$ cat config.mk
export PLATFORM = sky130hd
export DESIGN_NAME = sbus_frame_decoder_unit_flat
export DESIGN_NICKNAME = d
export VERILOG_FILES = /design/src/rtl/sfd_pkg.sv /design/src/rtl/sfd_char_if.sv /design/src/rtl/sfd_chan_if.sv /design/src/rtl/sbus_frame_decoder_unit.sv /design/src/rtl/sfd_unpacker.sv /design/src/flat_wrapper.sv
export SDC_FILE = /design/constraint.sdc
export NUM_CORES = 1
export LEC_CHECK = 0
export BUFFER_PORTS_ARGS = -buffer_cell sky130_fd_sc_hd__buf_4
export CAP_MARGIN = 20
export CORE_MARGIN = 8
export CORE_UTILIZATION = 45
export DETAILED_ROUTE_END_ITERATION = 10
export PLACE_DENSITY = 0.62
export SLEW_MARGIN = 20
export SYNTH_ARGS = -nofsm -noshare
export SYNTH_HDL_FRONTEND = slang
export SYNTH_SLANG_ARGS = --single-unit
export TNS_END_PERCENT = 100
$ cat constraint.sdc
create_clock -name clk -period 7.1 [get_ports clk]
set_input_delay 1.42 -clock clk [delete_from_list [all_inputs] [get_ports clk]]
set_output_delay 1.42 -clock clk [all_outputs]
set_load 0.01 [all_outputs]
$ cat src/rtl/sfd_pkg.sv
`timescale 1ns / 1ps

package sfd_pkg;

    localparam int CHAR_BITS     = 9;
    localparam int BYTE_W        = 8;
    localparam int CHAN_W        = 11;
    localparam int INDEX_W       = 4;
    localparam int POS_W         = 5;
    localparam int CHANNEL_BYTES = 22;
    localparam int CHANNEL_COUNT = 16;
    localparam int FRAME_W       = CHANNEL_BYTES * BYTE_W;

    localparam logic [BYTE_W-1:0] HEADER_BYTE  = 8'h0F;
    localparam logic [BYTE_W-1:0] FOOTER_BYTE  = 8'h00;
    localparam logic [CHAN_W-1:0] CHANNEL_MASK = 11'h7FF;

    localparam logic [POS_W-1:0] POS_HEADER    = 5'd0;
    localparam logic [POS_W-1:0] POS_LAST_DATA = 5'd22;
    localparam logic [POS_W-1:0] POS_FOOTER    = 5'd24;

    typedef logic [CHAR_BITS-1:0] line_t;
    typedef logic [BYTE_W-1:0]    byte_t;
    typedef logic [CHAN_W-1:0]    chan_t;
    typedef logic [INDEX_W-1:0]   index_t;

    typedef struct packed {
        logic  load;
        logic  start;
        byte_t data;
    } ctrl_t;

endpackage

$ cat src/rtl/sfd_char_if.sv
`timescale 1ns / 1ps

interface sfd_char_if;
    logic           valid;
    logic           ready;
    sfd_pkg::line_t line_bits;

    modport source (output valid, output line_bits, input ready);
    modport sink   (input valid, input line_bits, output ready);
endinterface

$ cat src/rtl/sfd_chan_if.sv
`timescale 1ns / 1ps

interface sfd_chan_if;
    logic            valid;
    logic            ready;
    sfd_pkg::index_t channel_index;
    sfd_pkg::chan_t  channel_value;
    logic            last_channel;

    modport source (output valid, output channel_index, output channel_value,
                    output last_channel, input ready);
    modport sink   (input valid, input channel_index, input channel_value,
                    input last_channel, output ready);
endinterface

$ cat src/rtl/sbus_frame_decoder_unit.sv
`timescale 1ns / 1ps
// Header, channel, flags and bad characters are each taken as they arrive; a new
// character is taken whenever the unpacker is not busy.
// A good footer starts the unpack shift register: the first channel word is
// offered the cycle after, then one word per cycle while the channel side is
// ready; no character is taken until channel fifteen is taken.
// Reset returns the decoder to waiting for a header with no word pending.

module sbus_frame_decoder_unit (
    input  logic   clk,
    input  logic   rst_n,
    sfd_char_if.sink   chars,
    sfd_chan_if.source channels
);
    import sfd_pkg::*;

    logic [POS_W-1:0] pos_reg;
    logic [POS_W-1:0] pos_next;
    logic             accept;
    logic             parity_bad;
    byte_t            data;
    ctrl_t            ctrl;
    logic             busy;

    assign accept     = chars.valid && chars.ready;
    assign parity_bad = ~(^chars.line_bits);
    assign data       = ~chars.line_bits[BYTE_W-1:0];

    always_comb
    begin
        pos_next   = pos_reg;
        ctrl.load  = 1'b0;
        ctrl.start = 1'b0;
        ctrl.data  = data;
        if (accept)
        begin
            if (parity_bad)
            begin
                pos_next = POS_HEADER;
            end
            else if (pos_reg == POS_HEADER)
            begin
                if (data == HEADER_BYTE)
                begin
                    pos_next = pos_reg + 1'b1;
                end
            end
            else if (pos_reg < POS_FOOTER)
            begin
                ctrl.load = (pos_reg <= POS_LAST_DATA);
                pos_next  = pos_reg + 1'b1;
            end
            else
            begin
                pos_next   = POS_HEADER;
                ctrl.start = (data == FOOTER_BYTE);
            end
        end
    end

    always_ff @(posedge clk or negedge rst_n)
    begin
        if (!rst_n)
        begin
            pos_reg <= POS_HEADER;
        end
        else
        begin
            pos_reg <= pos_next;
        end
    end

    assign chars.ready = !busy;

    sfd_unpacker u_unpacker (
        .clk      (clk),
        .rst_n    (rst_n),
        .ctrl     (ctrl),
        .busy     (busy),
        .channels (channels)
    );

endmodule

$ cat src/rtl/sfd_unpacker.sv
`timescale 1ns / 1ps

module sfd_unpacker (
    input  logic           clk,
    input  logic           rst_n,
    input  sfd_pkg::ctrl_t ctrl,
    output logic           busy,
    sfd_chan_if.source     channels
);
    import sfd_pkg::*;

    logic [FRAME_W-1:0] frame_reg;
    logic [FRAME_W-1:0] frame_next;
    index_t             cnt_reg;
    index_t             cnt_next;
    logic               busy_reg;
    logic               busy_next;
    logic               last;
    logic               take;

    assign last = (cnt_reg == INDEX_W'(CHANNEL_COUNT - 1));
    assign take = busy_reg && channels.ready;

    always_comb
    begin
        frame_next = frame_reg;
        cnt_next   = cnt_reg;
        busy_next  = busy_reg;
        if (ctrl.load)
        begin
            frame_next = {ctrl.data, frame_reg[FRAME_W-1:BYTE_W]};
        end
        if (ctrl.start)
        begin
            busy_next = 1'b1;
            cnt_next  = '0;
        end
        if (take)
        begin
            // advance to the next packed channel
            frame_next = {{CHAN_W{1'b0}}, frame_reg[FRAME_W-1:CHAN_W]};
            cnt_next   = cnt_reg + 1'b1;
            if (last)
            begin
                busy_next = 1'b0;
            end
        end
    end

    always_ff @(posedge clk)
    begin
        frame_reg <= frame_next;
    end

    always_ff @(posedge clk or negedge rst_n)
    begin
        if (!rst_n)
        begin
            cnt_reg  <= '0;
            busy_reg <= 1'b0;
        end
        else
        begin
            cnt_reg  <= cnt_next;
            busy_reg <= busy_next;
        end
    end

    assign busy                   = busy_reg;
    assign channels.valid         = busy_reg;
    assign channels.channel_index = cnt_reg;
    assign channels.channel_value = frame_reg[CHAN_W-1:0] & CHANNEL_MASK;
    assign channels.last_channel  = last;

endmodule

$ cat src/flat_wrapper.sv
// flat-port wrapper written by rule: the top's interface ports become plain ports
module sbus_frame_decoder_unit_flat import sfd_pkg::*;
  (clk, rst_n, chars_valid, chars_line_bits, chars_ready, channels_valid, channels_channel_index, channels_channel_value, channels_last_channel, channels_ready);
  sfd_char_if chars_i ();
  sfd_chan_if channels_i ();
  input  logic clk;
  input  logic rst_n;
  input wire logic [$bits(chars_i.valid)-1:0] chars_valid;
  input wire logic [$bits(chars_i.line_bits)-1:0] chars_line_bits;
  output wire logic [$bits(chars_i.ready)-1:0] chars_ready;
  output wire logic [$bits(channels_i.valid)-1:0] channels_valid;
  output wire logic [$bits(channels_i.channel_index)-1:0] channels_channel_index;
  output wire logic [$bits(channels_i.channel_value)-1:0] channels_channel_value;
  output wire logic [$bits(channels_i.last_channel)-1:0] channels_last_channel;
  input wire logic [$bits(channels_i.ready)-1:0] channels_ready;
  assign chars_i.valid = chars_valid;
  assign chars_i.line_bits = chars_line_bits;
  assign chars_ready = chars_i.ready;
  assign channels_valid = channels_i.valid;
  assign channels_channel_index = channels_i.channel_index;
  assign channels_channel_value = channels_i.channel_value;
  assign channels_last_channel = channels_i.last_channel;
  assign channels_i.ready = channels_ready;
  sbus_frame_decoder_unit u_core (.clk(clk), .rst_n(rst_n), .chars(chars_i), .channels(channels_i));
endmodule
==> run summary, run 1 <==
status: complete, no violations
die height: 151 um
vias per cell: 4.95
FF-to-FF setup slack: 4.02 ns
final hold violation count: 0
worst endpoint data arrival time: 4.19 ns
vias in the first global route: 5153
worst setup path class: primary input to flip-flop
routed wire length: 13.8 mm
CTS root buf: clkbuf_16
Rows: 49
CTS Buf Count: 17
Worst-path clk slew: 0.07 ns
Hold Path End: u_core.u_unpacker.frame_reg[165]
first-pass GRT wire length: 23.3 mm
Syn Nets: 834
Hold Buf Count CTS: 0
GPL Wtd Cong: 0.739
NetSw: 825 uW
largest net degree at the start of global routing: 101
grt total ovfl: 0
flop and latch count out of synthesis: 186
RSZ-0062 raised after global routing: false
Final setup viols: 0
yosys warns: 0
min Tclk post-route: 4.13 ns
critical path's slowest cell: buf_4
CTS resizes: 0
clock latency on the worst-skew pair: 0.43 ns
pin slew with the least headroom to its limit: 0.969 ns
highest routed layer: met4
antenna fix cells: 0
worst-path cell chain: buf_4 -> inv_1 -> ha_1 -> xnor3_2 -> xnor2_2 -> nand3_2 -> nand2_4 -> buf_4
Final #Nets: 838
Die W: 151 um
CP required: 7.16 ns
Syn-to-layout area delta: 11.2%
Critical Path Sink Type: flip-flop
Metal-1 WL: 6.29 mm
Post-Syn Area per Cell: 10.0 um2
Largest register FFs: 176
crit-path max FO: 55
met2 WL: 6.88 mm
Fin Setup TNS: 0 ns
met3 wire len: 469 um
Unique masters post-synth: 37
switch share: 27.0%
CTS tree: built
Syn Inst Count: 811
Detailed Route Iter0 Violations: 471
clk sinks: 186
max incr delay on CP: 0.64 ns
synth top area cells: edfxtp_1 (61%), nand2_1 (23%), dfrtp_1 (3.1%)
Worst Skew: 0.00807 ns
Final Worst Setup Slack: 2.97 ns
clock power share: 30.3%
port bufs: 30
pins over their slew limit: 0
Residual DRC: 0
top cell type's share of synthesized area: 60.8%
routed length per instance: 13.1 um
initial core utilization: 45.6%
proportion of layout cells with a drive suffix above 1: 8.57%
Detailed Place HPWL: 8.19 mm
clk buf depth: 2
Post CTS Setup Buffer Count: 0
P_leak: 3.94 nW
antenna violations before repair: 0
Pwr Density: 338 nW/um2
placed instance count: 1025
hold crit path type: flip-flop to flip-flop
Logic pwr share: 14.7%
Worst path most repeated cell: buf_4
hold path cells: 2
commonest non-fill, non-tap cell in the layout: nand2_1
max_slew headroom: 35.4%
most frequent cells in the layout: nand2_1 (505), edfxtp_1 (165), buf_4 (33)
Max Fclk: 242 MHz
Reg2Reg Depth: 7
RR Endpoint: u_core.u_unpacker.frame_reg[59]
core area: 17800 um2
Tcrit/Tclk final: 58.2%
via count: 5233
post-synth top area cell: edfxtp_1
ANT nets after route: 0
Netlist Area Pre-Place: 8140 um2
Max Cap Viol: 0
Reg2Reg Launch Point: u_core.pos_reg[0]
Tot GR Track Use: 12.7%
Seq/Total Area, Yosys: 66.6%
# H-tree levels: 4
dpl ws: 2.52 ns
io pins: 31
Int Power: 2.23 mW
Layout Cells excl Fill: 1057
die footprint: 22700 um2
startpoint types: primary input
hold path startpoint: u_core.u_unpacker.frame_reg[165]
Reg power frac: 55.0%
largest vdd supply drop: 182 uV
drt pass-1 iters: 5
==> cell families after synthesis <==
logic type / synth area share (%)
and+or+nand+nor: 25.3
DFF: 66.6
buffers and inverters: 3.29
muxes: 1.60
adders and majority gates: 1.54
AOI/OAI and AO/OA: 0.753
xor gates and xnor gates: 0.922
==> critical path: cells and delay by family <==
kind	cells	cell delay (ns)
xor gates and xnor gates	2	0.75
adders and majority gates	1	0.27
buffers and inverters	3	0.77
and+or+nand+nor	2	0.93
==> power groups by stage <==
| stage | logic (mW) | registers (mW) | clock network [mW] |
|---|---|---|---|
| final | 0.451 | 1.68 | 0.927 |
| after detailed placement | 0.460 | 1.70 | 0 |
| after floorplan | 0.350 | 1.71 | 0 |
| after global placement | 0.444 | 1.70 | 0 |
| after CTS | 0.461 | 1.68 | 0.949 |
| after global routing | 0.517 | 1.71 | 0.985 |
==> metrics by stage <==
stage          hold WS (ns)  utilization (%)  instance area, um2  power, mW
2_1_floorplan         0.457                -                8140       2.06
3_3_place_gp          0.479             47.5                8480       2.14
3_5_place_dp          0.487             47.5                8480       2.16
4_1_cts               0.498             50.8                9060       3.09
5_1_grt               0.528             50.8                9060       3.21
6_report              0.494             50.8                9060       3.06
==> worst max path at each step <==
stage | startpoint | to | slack [ns] | cells after the start
after CTS | chars_line_bits[0] | u_core.u_unpacker.frame_reg[59] | 2.98 | 8
after detailed placement | chars_line_bits[0] | u_core.u_unpacker.frame_reg[70] | 2.52 | 8
after global routing | chars_line_bits[0] | u_core.u_unpacker.frame_reg[78] | 2.83 | 8
final | chars_line_bits[0] | u_core.u_unpacker.frame_reg[59] | 2.97 | 8
after global placement | chars_line_bits[0] | u_core.u_unpacker.frame_reg[48] | 2.61 | 8
after floorplan | chars_line_bits[0] | u_core.u_unpacker.frame_reg[0] | 0.37 | 7
==> layer usage <==
| layer | GRT usage, % | up-vias |
|---|---|---|
| li1 | - | 2629 |
| met1 | 15.1 | 2524 |
| met2 | 21.5 | 68 |
| met3 | 3.43 | 12 |
| met4 | 5.30 | 0 |
| met5 | 0 | - |
==> cells in the mapped netlist <==
| cell type | instances |
|---|---|
| nor4b_1 | 2 |
| nor4_4 | 1 |
| and3_1 | 1 |
| nand2_1 | 507 |
| xnor2_2 | 1 |
| and3b_1 | 1 |
| nand3_2 | 1 |
| mux2i_1 | 13 |
| buf_2 | 1 |
| nand2b_1 | 1 |
| dfrtp_1 | 10 |
| dfxtp_1 | 11 |
| a31oi_1 | 1 |
| nor2_1 | 3 |
| a22o_1 | 1 |
| nand4_1 | 3 |
| nor2b_1 | 1 |
| xnor3_2 | 1 |
| or4_1 | 1 |
| xnor2_1 | 1 |
| buf_4 | 11 |
| buf_1 | 1 |
| a41oi_1 | 1 |
| a21oi_1 | 1 |
| xor2_1 | 3 |
| edfxtp_1 | 165 |
| o21ai_0 | 2 |
| inv_1 | 9 |
| nand4b_1 | 1 |
| o31ai_1 | 2 |
| or2_2 | 1 |
| clkbuf_1 | 35 |
| a21o_1 | 1 |
| ha_1 | 10 |
| and2_1 | 1 |
| nand3_1 | 4 |
| buf_6 | 1 |
==> final cells by class <==
class,count,area (um2)
Fill cell,1598,8780
Sequential cell,186,5430
Multi-Input combinational cell,567,2470
Clock buffer,18,429
Tap cell,229,287
Timing Repair Buffer,34,268
Clock inverter,14,148
Inverter,9,33.8
No activity file was read; power rests on OpenSTA's default activity.
==> run 2: changes to the inputs <==
==> constraint.sdc (replaced) <==
create_clock -name clk -period 3.9 [get_ports clk]
set_input_delay 0.78 -clock clk [delete_from_list [all_inputs] [get_ports clk]]
set_output_delay 0.78 -clock clk [all_outputs]
set_load 0.01 [all_outputs]
==> run 2 against run 1 <==
  * Hold slack got worse by 0.32 ns
  * Flip-flop and latch count did not move
  * Global-route usage rose by 0.54 points
  * Routed wire length rose by 4.2%
  * First-iteration DRC count fell by 18%
  * Worst setup slack got worse by 1.9 ns
  * Highest routed layer unchanged
==> run summary, run 2 (synthesis gave the netlist of run 1 again) <==
status: complete, no violations
CTS resizes: 0
P_leak: 4.00 nW
stages on the worst setup path: 8
first-pass GRT wire length: 24.3 mm
min Tclk post-route: 2.79 ns
vias per cell: 4.88
Syn-to-layout area delta: 12.2%
io pins: 31
Pwr Total: 5.59 mW
critical path's slowest cell: xnor3_2
RSZ-0062 raised after global routing: false
Die W: 151 um
RR Endpoint: u_core.u_unpacker.frame_reg[13]
core area: 17800 um2
die footprint: 22700 um2
CTS root buf: clkbuf_16
Max Fclk: 359 MHz
Tot GR Track Use: 13.3%
Residual DRC: 0
Final #Nets: 845
# H-tree levels: 4
die height: 151 um
footprint of the multi-input gates: 2480 um2
Fin Setup TNS: 0 ns
CTS tree: built
Rows: 49
port bufs: 30
most frequent cells in the layout: nand2_1 (505), edfxtp_1 (165), buf_4 (38)
largest net degree at the start of global routing: 169
final hold violation count: 0
vias in the first global route: 5069
GPL Wtd Cong: 0.791
Final setup viols: 0
Largest register FFs: 176
hold crit path type: primary input to asynchronous set/reset pin
FF-to-FF setup slack: 1.57 ns
worst-path cell chain: buf_4 -> inv_1 -> ha_1 -> xnor3_2 -> xnor2_2 -> nand3_2 -> nand2_8 -> buf_4
antenna fix cells: 0
drt pass-1 iters: 7
proportion of layout cells with a drive suffix above 1: 9.58%
pin slew with the least headroom to its limit: 0.882 ns
Reg2Reg Launch Point: u_core.pos_reg[0]
Tcrit/Tclk final: 71.4%
ANT nets after route: 0
commonest non-fill, non-tap cell in the layout: nand2_1
crit path buf inv count: 3
Worst-path clk slew: 0.07 ns
Max Cap Viol: 0
clock latency on the worst-skew pair: 0.42 ns
Post CTS Setup Buffer Count: 0
clk buf depth: 2
Reg2Reg Depth: 7
grt total ovfl: 0
Top Family by Delay on Critical Path: XOR/XNOR gates
CTS Buf Count: 17
Detailed Route Iter0 Violations: 384
clk sinks: 186
antenna violations before repair: 0
largest vdd supply drop: 348 uV
Reg area: 5430 um2
routed length per instance: 13.5 um
Detailed Place HPWL: 8.83 mm
via count: 5187
worst endpoint data arrival time: 2.90 ns
max_slew headroom: 41.2%
initial core utilization: 45.6%
routed wire length: 14.4 mm
crit-path max FO: 58
max incr delay on CP: 0.46 ns
Worst Skew: 0.00825 ns
Pwr Density: 612 nW/um2
Critical Path Sink Type: flip-flop
CP required: 4.01 ns
Hold Buf Count CTS: 0
Fillers: 1564
Worst path most repeated cell: buf_4
CP Launch Point: chars_line_bits[1]
worst setup path class: primary input to flip-flop
pins over their slew limit: 0
startpoint types: primary input
Worst Setup EP: u_core.u_unpacker.frame_reg[13]
[run 2: metal layers]
metal  vias to the layer above  global-route usage [%]  part of all wire, %
met4                         0                    5.25                 0.88
met2                        61                    21.4                   50
met3                        13                    2.65                  2.6
li1                       2648                       -                    -
met5                         -                       0                    0
met1                      2465                    17.3                   46
[run 2: worst min path at each step]
stage | startpoint | cells past startpoint | endpoint | slack, ns
5_1_grt | rst_n | 1 | u_core.u_unpacker.channels.channel_index[2] | 0.16
6_report | rst_n | 1 | u_core.pos_reg[4] | 0.18
3_3_place_gp | u_core.u_unpacker.frame_reg[165] | 2 | u_core.u_unpacker.frame_reg[165] | 0.48
3_5_place_dp | u_core.u_unpacker.frame_reg[172] | 2 | u_core.u_unpacker.frame_reg[172] | 0.48
2_1_floorplan | u_core.u_unpacker.frame_reg[173] | 2 | u_core.u_unpacker.frame_reg[165] | 0.46
4_1_cts | rst_n | 1 | u_core.u_unpacker.channels.channel_index[2] | 0.16
[run 2: cell type report]
class	count	share of cell area, %
flip-flops and latches	186	59.4
multi-input cells	567	27.1
clock buffers	17	4.66
repair buffers	41	3.78
well taps	229	3.14
clock inverters	15	1.56
inverters	9	0.370
[run 2: through the flow]
| stage | worst slack, ns | instance area (um2) | hold WS [ns] | std cells | util (%) |
|---|---|---|---|---|---|
| 2_1_floorplan | 0.272 | 8150 | 0.457 | 811 | - |
| 3_3_place_gp | 0.710 | 8570 | 0.480 | 1032 | 48.0 |
| 3_5_place_dp | 0.661 | 8570 | 0.483 | 1032 | 48.0 |
| 4_1_cts | 1.12 | 9140 | 0.155 | 1064 | 51.2 |
| 5_1_grt | 0.981 | 9140 | 0.163 | 1064 | 51.2 |
| 6_report | 1.11 | 9140 | 0.177 | 1064 | 51.2 |
[run 2: where the power goes]
group / switching, mW / total (mW) / internal (mW) / leakage, nW
sequential: 0.235 / 3.07 / 2.83 / 1.74
clock: 0.753 / 1.65 / 0.893 / 0.275
combinational: 0.557 / 0.872 / 0.314 / 1.98
total: 1.55 / 5.59 / 4.04 / 4.00
==> run 3: changes to the inputs <==
==> constraint.sdc (replaced) <==
create_clock -name clk -period 2.6 [get_ports clk]
set_input_delay 0.52 -clock clk [delete_from_list [all_inputs] [get_ports clk]]
set_output_delay 0.52 -clock clk [all_outputs]
set_load 0.01 [all_outputs]
==> run 3 against run 2 <==
  * Sequential power up 50%
  * Sequential share of layout area down 1.2 points
  * Routed wire length up 0.89%
  * Critical path depth down 1
  * Die area unchanged
  * Count of clock-buffer cells in the layout up 1
==> run summary, run 3 (synthesis gave the netlist of run 1 again) <==
port bufs: 30
Rows: 49
critical path's slowest cell: xnor3_2
hold crit path type: primary input to flip-flop
via count: 5236
Post CTS Setup Buffer Count: 0
crit-path max FO: 33
Pwr Total: 8.61 mW
max incr delay on CP: 0.48 ns
vias per cell: 4.88
clock latency on the worst-skew pair: 0.42 ns
worst endpoint data arrival time: 2.25 ns
Pwr Density: 923 nW/um2
CTS root buf: clkbuf_16
RSZ-0062 raised after global routing: false
Largest register FFs: 176
Detailed Route Iter0 Violations: 348
Worst Skew: 0.00718 ns
Final Core Density: 52.3%
status: complete, no violations
# H-tree levels: 4
hold path cells: 2
Tot GR Track Use: 13.4%
Final #Nets: 854
pin slew with the least headroom to its limit: 0.555 ns
commonest non-fill, non-tap cell in the layout: nand2_1
antenna fix cells: 0
Reg2Reg Launch Point: u_core.pos_reg[0]
ANT nets after route: 0
Residual DRC: 0
Int Power: 6.31 mW
startpoint types: primary input
clk buf depth: 2
proportion of layout cells with a drive suffix above 1: 10.7%
clock power share: 30.4%
max_slew headroom: 63.0%
CTS resizes: 0
routed length per instance: 13.5 um
hold path startpoint: chars_line_bits[6]
dpl ws: 0.0162 ns
Max Cap Viol: 0
Fin Setup TNS: 0 ns
Tcrit/Tclk final: 82.1%
P_leak: 4.06 nW
RR Endpoint: u_core.u_unpacker.frame_reg[125]
Max Fclk: 468 MHz
CTS Buf Count: 17
NetSw: 2.29 mW
Hold Buf Count CTS: 1
Fillers: 1551
FF-to-FF setup slack: 0.66 ns
Reg power frac: 53.4%
drt pass-1 iters: 5
io pins: 31
grt total ovfl: 0
Reg2Reg Depth: 7
Hold Path End: u_core.u_unpacker.frame_reg[174]
clk sinks: 186
Worst-path clk slew: 0.07 ns
GPL Wtd Cong: 0.785
initial core utilization: 45.6%
most frequent cells in the layout: nand2_1 (505), edfxtp_1 (165), buf_4 (42)
Final setup viols: 0
Critical Path Sink Type: flip-flop
worst setup path class: primary input to flip-flop
largest net degree at the start of global routing: 58
Logic pwr share: 16.2%
vias in the first global route: 5011
die footprint: 22700 um2
CTS tree: built
pins over their slew limit: 0
min Tclk post-route: 2.13 ns
core area: 17800 um2
CP required: 2.72 ns
final hold violation count: 0
switch share: 26.6%
Syn-to-layout area delta: 14.5%
Final Worst Setup Slack: 0.465 ns
Die W: 151 um
worst-path cell chain: buf_4 -> ha_4 -> xnor3_2 -> xnor2_4 -> nand3_2 -> nand2_8 -> buf_12
Detailed Place HPWL: 9.27 mm
routed wire length: 14.5 mm
die height: 151 um
antenna violations before repair: 0
largest vdd supply drop: 693 uV
first-pass GRT wire length: 24.3 mm
[run 3: cell types whose count changed in the layout (fill, tap and decap cells not counted), moves of 2 or more]
cell       delta
buf_12        +4
buf_4         +4
bufinv_16     +2
clkinv_4      -2
ha_1          -2
ha_4          +2
inv_8         -2
[run 3: critical path, delay by kind of cell]
family                   cells  cell delay, ns
AND/OR/NAND/NOR              2            0.36
XOR/XNOR                     2            0.74
adder cells (fa/ha/maj)      1            0.25
buffers and inverters        2            0.37
[run 3: routing by layer]
layer / vias to the layer above / track usage (%) / share of wire, %
li1: 2674 / - / -
met1: 2477 / 16.7 / 46
met2: 73 / 22.2 / 50
met3: 12 / 3.73 / 3.2
met4: 0 / 4.30 / 1.0
met5: - / 0 / 0
[run 3: layout make-up]
class / count / area (um2) / area share, %
multi-input combinational: 567 / 2510 / 26.9
clock inverter: 14 / 170 / 1.83
inverter: 9 / 33.8 / 0.362
tap: 229 / 287 / 3.07
clock buffer: 18 / 429 / 4.60
timing repair buffer: 50 / 465 / 4.99
sequential: 186 / 5430 / 58.2
[run 3: power groups by stage]
stage / Clock [mW] / Sequential [mW] / Combinational [mW]
2_1_floorplan: 0 / 4.56 / 0.988
3_3_place_gp: 0 / 4.64 / 1.36
3_5_place_dp: 0 / 4.66 / 1.42
4_1_cts: 2.67 / 4.60 / 1.42
5_1_grt: 2.79 / 4.67 / 1.59
6_report: 2.62 / 4.60 / 1.40
[run 3: worst max-delay path by stage]
stage / depth (start not counted) / startpoint / end
after floorplan: 6 / chars_line_bits[5] / u_core.u_unpacker.frame_reg[0]
after global placement: 7 / chars_line_bits[4] / u_core.u_unpacker.frame_reg[110]
after detailed placement: 7 / chars_line_bits[4] / u_core.u_unpacker.frame_reg[113]
after CTS: 7 / chars_line_bits[4] / u_core.u_unpacker.frame_reg[123]
after global routing: 7 / chars_line_bits[4] / u_core.u_unpacker.frame_reg[121]
final: 7 / chars_line_bits[4] / u_core.u_unpacker.frame_reg[125]
[run 3: metrics by stage]
stage          cells  hold WS [ns]  instance area (um2)
5_1_grt         1073         0.268                 9320
3_3_place_gp    1040         0.352                 8710
4_1_cts         1073         0.272                 9320
6_report        1073         0.296                 9320
3_5_place_dp    1040         0.354                 8710
2_1_floorplan    811         0.224                 8200
